## src/sv/snt_ram.sv

```systemverilog
// Generic simple dual-port RAM: one write port, one read port, registered read.
// No dependencies.
module snt_ram #(
  parameter int WIDTH = 8,
  parameter int DEPTH = 16
) (
  input  logic                     clk,
  input  logic                     we,
  input  logic [$clog2(DEPTH)-1:0] waddr,
  input  logic [WIDTH-1:0]         wdata,
  input  logic                     re,
  input  logic [$clog2(DEPTH)-1:0] raddr,
  output logic [WIDTH-1:0]         rdata
);

  logic [WIDTH-1:0] mem [DEPTH];

  // Write, and registered read
  always_ff @(posedge clk) begin
    if (we) begin
      mem[waddr] <= wdata;
    end
    if (re) begin
      rdata <= mem[raddr];
    end
  end

endmodule

```

## config.mk

```make
export PLATFORM = sky130hd
export DESIGN_NAME = snt_ram
export DESIGN_NICKNAME = d
export VERILOG_FILES = /design/src/sv/snt_ram.sv
export SDC_FILE = /design/constraint.sdc
export NUM_CORES = 1
export LEC_CHECK = 0
export BUFFER_PORTS_ARGS = -buffer_cell sky130_fd_sc_hd__buf_2
export CORE_MARGIN = 2
export CORE_UTILIZATION = 60
export CTS_CLUSTER_DIAMETER = 100
export CTS_CLUSTER_SIZE = 40
export DETAILED_ROUTE_END_ITERATION = 12
export PLACE_DENSITY = 0.76
export SLEW_MARGIN = 20
export SYNTH_ARGS = -nofsm -noshare
export SYNTH_HDL_FRONTEND = slang
export SYNTH_SLANG_ARGS = --single-unit
export TNS_END_PERCENT = 20
```

## constraint.sdc

```tcl
create_clock -name clk -period 2.43 [get_ports clk]
set_input_delay 0.3645 -clock clk [delete_from_list [all_inputs] [get_ports clk]]
set_output_delay 0.3645 -clock clk [all_outputs]
set_load 0.005 [all_outputs]
```

==> flow_metrics.tcl, run 1 <==
set metrics [dict create \
    outcome "finished clean" \
    layout-area-overhead-vs-synth_pct 16.9 \
    rsz0062_at_grt "false" \
    setup_viol 0 \
    finalSetupTns_ns 0 \
    finClkSkew_ns 0.00625 \
    cts_buffers 17 \
    synth_top_area_cell "edfxtp_1" \
    crit_buf_inv 0 \
    design_area_um2 6110 \
    rows 34 \
    insertion_delay_ns 0.51 \
    placed_area_um2 5560 \
    worst_setup_path_end_kind "flip-flop" \
    startpoint_type "flip-flop" \
    final_cells 404 \
    crit_family "multiplexers" \
    nNetsFinal 302 \
    hold_slack_ns 0.239 \
    grtUsageTotal 0.238 \
    nFillCells 499 \
    peakVddDrop_uv 379 \
    grt_overflow_total 0 \
    totalPowerFinal_mw 5.27 \
    finalCritPeriodShare 0.615 \
    min_path_type "input port to flip-flop" \
    max_stage_delay_ns 0.52 \
    port_buffers 26 \
    postCtsHoldBufs 0 \
    drtIter0Drc 262 \
    drive_gt1_frac 0.318 \
    dieArea_um2 9480 \
    grt_pass1_wl_mm 16.0 \
    synth_top_area_share 0.781 \
    cts_num_sinks 136 \
    cts-resized-gates 0 \
    synth_fp_nets 248 \
    path_cells "mux4_1, a22oi_1, nand2_1" \
    drc_errors 0 \
    max_freq_mhz 669 \
    route.antenna.remaining_nets 0 \
    worstPathRequired_ns 2.68 \
    cts_tree "done" \
    num_antenna_cells 0 \
    tightest_slew_ns 0.835 \
    grt_max_degree 33 \
    clkSlewWorstSetupHoldPaths_ns 0.06 \
    period_needed_ns 1.49 \
    wl_mm 10.5 \
    dr.pass1.iters 4 \
    grt_pass1_vias 2646 \
    synth_edf_count 136 \
    fp.dieW_um 97.3 \
    start_util 0.608 \
    maxCapViolCount 0 \
    clock_path_buffers 2 \
    seq_area_frac_synth 0.781 \
    fp.dieH_um 97.3 \
    wl_per_cell_um 25.9 \
    place_inst 372 \
    place_hpwl_mm 5.93 \
    syn_area_um2 5230 \
    ys_top_cells_by_area "edfxtp_1 (78%), mux4_2 (7.8%), mux4_1 (7.0%)" \
    ctsHtreeMaxLevel 4 \
    vias 2522 \
    gp_congestion 0.743 \
    arrival_ns 1.75 \
    via_per_inst 6.24 \
    antenna_found_initial 0 \
    cp_slowest_cell "mux4_1" \
    core_area_um2 8590 \
    syn-mean-instance-area_um2 22.8 \
    drv_slew 0 \
    powerDensity_nw_per_um2 861 \
    synth-main-ff-cell "edfxtp_1" \
    post_cts_buffers 0 \
    ios 27 \
    cts_root_buf "clkbuf_8" \
    yosysMostFrequentCell "edfxtp_1" \
    synth_cells 229 \
    relSlewSlack 0.441 \
    cp_max_fo 1 \
    ys_warn_count 0 \
    finalHoldViolCount 0 \
    critPathKind "flip-flop to flip-flop" \
    ys_top_cells_by_count "edfxtp_1 (136), mux4_2 (18), a22oi_1 (16), mux4_1 (14), nor2_1 (13)" \
    synth_seq_cells 136 \
    async_reset_ff_frac 0 \
    leakage_nw 2.08 \
    synth.distinct_cells 18 \
]
==> cells in the final DEF (no fill, tap or decap) <==
cell type,instances
a22oi_1,16
and2_1,1
and2b_1,1
buf_12,1
buf_2,26
buf_4,18
bufinv_16,2
clkbuf_1,2
clkbuf_16,16
clkbuf_8,1
clkinv_2,6
clkinv_4,1
clkinvlp_4,3
edfxtp_1,136
inv_6,1
mux4_1,14
mux4_2,18
nand2_1,9
nand2b_1,2
nand3_1,1
nand3b_1,2
nor2_1,13
nor2b_1,1
nor3_1,4
or3b_2,1
==> flip-flops by register name (all words and copies together) (netlist names) <==
register and count:
rdata 8, mem 128
==> cell families after synthesis <==
group                  count (synthesis)  synth area share
DFF                                  136             0.781
and+or+nand+nor                       35            0.0314
muxes                                 32             0.148
AOI/OAI and AO/OA                     16            0.0230
buffers and inverters                 10            0.0165
==> routing by layer <==
metal,vias up,wire [um],track usage
li1,1092,-,-
met1,1314,4370,0.347
met2,104,5340,0.373
met3,12,613,0.0460
met4,0,148,0.0801
met5,-,0,0
==> report_power, final <==
group	switching, mW	internal, mW	leakage, nW
logic	0.137	0.101	0.578
clock network	0.918	1.45	0.268
registers	0.0165	2.64	1.24
==> worst reg2reg max path: cells and delay by family, from the launching register on <==
| kind | cells | cell delay (ns) |
|---|---|---|
| AOI/OAI and AO/OA | 1 | 0.25 |
| DFF | 1 | 0.38 |
| muxes | 1 | 0.52 |
| and+or+nand+nor | 1 | 0.09 |
==> metrics by stage <==
step,util,worst slack [ns]
finish,0.711,0.936
global route,0.711,0.875
CTS,0.711,0.915
detailed placement,0.647,0.440
global placement,0.647,0.436
floorplan,-,0.573
==> worst paths after layout <==
| path | startpoint | to | slack, ns | depth (start not counted) |
|---|---|---|---|---|
| setup / recovery | mem[1][0] | rdata[0] | 0.94 | 3 |
| hold / removal | wdata[7] | mem[14][7] | 0.24 | 1 |
| hold reg to reg | mem[14][1] | rdata[1] | 0.76 | 3 |
| setup reg to reg | mem[1][0] | rdata[0] | 0.94 | 3 |
==> layout make-up <==
| class | count | area (um2) | area share |
|---|---|---|---|
| clock buffer | 19 | 422 | 0.0690 |
| clock inverter | 13 | 130 | 0.0213 |
| multi-input combinational | 83 | 1060 | 0.173 |
| sequential | 136 | 4080 | 0.668 |
| tap | 108 | 135 | 0.0221 |
| timing repair buffer | 45 | 285 | 0.0467 |
Power figures use the tool's default switching activity.
==> run 2, diff against run 1 <==
==> constraint.sdc (replaced) <==
create_clock -name clk -period 1.5 [get_ports clk]
set_input_delay 0.225 -clock clk [delete_from_list [all_inputs] [get_ports clk]]
set_output_delay 0.225 -clock clk [all_outputs]
set_load 0.005 [all_outputs]
==> run 2 against run 1 <==
- sequential share of layout area fell by 1.2 points
- highest routed layer unchanged
- worst hold slack got worse by 0.16 ns
- clock power rose by 68%
- largest power group unchanged
- wire length fell by 5.0%
==> flow_metrics.tcl, run 2 (synthesis gave the netlist of run 1 again) <==
set metrics [dict create \
    placed_area_um2 5630 \
    drc_errors 0 \
    largest_register_ffs 128 \
    setup_viol 0 \
    use_met1 0.307 \
    ctsHtreeMaxLevel 4 \
    grt_pass1_vias 2681 \
    totalPowerFinal_mw 8.69 \
    final_cell_mix "edfxtp_1 (136), buf_2 (26), buf_4 (19)" \
    postCtsHoldBufs 0 \
    worstPathRequired_ns 1.76 \
    layout_commonest_cell "edfxtp_1" \
    post_cts_buffers 0 \
    hold_end "mem[15][1]" \
    cp_max_fo 1 \
    start_util 0.608 \
    maxCapViolCount 0 \
    finalSetupTns_ns 0 \
    finClkSkew_ns 0.00830 \
    relSlewSlack 0.470 \
    clkSlewWorstSetupHoldPaths_ns 0.06 \
    period_needed_ns 1.45 \
    drtIter0Drc 190 \
    r2r_start "mem[10][4]" \
    peakVddDrop_uv 954 \
    reg2reg_depth 3 \
    grt_max_degree 26 \
    powerDensity_nw_per_um2 1400 \
    finalHoldViolCount 0 \
    startpoint_type "flip-flop" \
    design_area_um2 6220 \
    grtUsageMet3 0.0691 \
    cts_buffers 17 \
    clock_path_buffers 2 \
    drv_slew 0 \
    outcome "finished clean" \
    dr.pass1.iters 4 \
    drive_gt1_frac 0.338 \
    arrival_ns 1.72 \
    route.antenna.remaining_nets 0 \
    port_buffers 26 \
    largest_register "mem" \
    insertion_delay_ns 0.52 \
    core_area_um2 8590 \
    rsz0062_at_grt "true" \
    tightest_slew_ns 0.793 \
    fp.dieH_um 97.3 \
    timing.rr.end "rdata[4]" \
    max_freq_mhz 688 \
    grt_pass1_wl_mm 15.3 \
    cts_num_sinks 136 \
    nNetsFinal 306 \
    hp-start "wdata[1]" \
    critPathKind "flip-flop to flip-flop" \
    num_antenna_cells 0 \
    cts_root_buf "clkbuf_8" \
    dieArea_um2 9480 \
    r2r_setup_slack_ns 0.05 \
    busiest_layer "met2" \
    holdPathStages 1 \
    finalCritPeriodShare 0.969 \
    wl_per_cell_um 24.4 \
    grt_overflow_total 0 \
    antenna_found_initial 0 \
    wl_mm 9.95 \
    gp_congestion 0.708 \
    vias 2575 \
    ios 27 \
    layout-area-overhead-vs-synth_pct 19.1 \
    rows 34 \
    via_per_inst 6.33 \
    worst_setup_path_end_kind "flip-flop" \
    place_hpwl_mm 6.27 \
    min_path_type "input port to flip-flop" \
    leakage_nw 2.12 \
    top_regs "mem (128), rdata (8)" \
    cts_tree "done" \
    grtUsageTotal 0.227 \
    met2_usage 0.362 \
    fp.dieW_um 97.3 \
]
-- run 2: where the power goes --
part / leakage, nW / switching [mW] / total (mW) / internal [mW]
clock network: 0.270 / 1.46 / 3.97 / 2.51
registers: 1.24 / 0.0258 / 4.31 / 4.28
logic: 0.614 / 0.225 / 0.408 / 0.183
-- run 2: metal layers --
metal | part of all wire | vias to the layer above
li1 | - | 1099
met1 | 0.41 | 1360
met2 | 0.52 | 97
met3 | 0.054 | 19
met4 | 0.017 | 0
met5 | 0 | -
-- run 2: through the flow --
| step | hold slack (ns) | cells | util | setup WS [ns] |
|---|---|---|---|---|
| global placement | 0.606 | 376 | 0.656 | -0.268 |
| floorplan | 0.324 | 229 | - | -0.00741 |
| detailed placement | 0.611 | 376 | 0.656 | -0.295 |
| finish | 0.0817 | 407 | 0.724 | 0.0460 |
| CTS | 0.0638 | 407 | 0.723 | 0.0119 |
| global route | 0.0665 | 407 | 0.724 | -0.000692 |
-- run 2: how the worst max path moves through the flow --
stage,end,slack (ns),from,cells past startpoint
finish,rdata[4],0.05,mem[10][4],3
CTS,rdata[4],0.01,mem[10][4],3
global placement,rdata[4],-0.27,raddr[0],5
global route,rdata[6],-0.0007,mem[10][6],3
detailed placement,rdata[0],-0.29,raddr[0],5
floorplan,rdata[1],-0.007,raddr[0],5
-- run 2: layout make-up --
class,instances,area [um2]
timing repair buffer,49,353
fill,475,2370
clock inverter,13,156
multi-input combinational,83,1080
tap,108,135
clock buffer,18,418
sequential,136,4080
-- run 2: critical path: stages (launching register included) --
cell and delay (ns):
edfxtp_1 0.37, mux4_1 0.49, a22oi_1 0.27, nand2_1 0.08
-- run 2: timing repair --
| action | 4_1_cts | 5_1_grt |
|---|---|---|
| resized for setup | 1 | 2 |
| setup endpoints to repair | 1 | 3 |
| gates cloned | 0 | 0 |
| pin swaps | 0 | 0 |
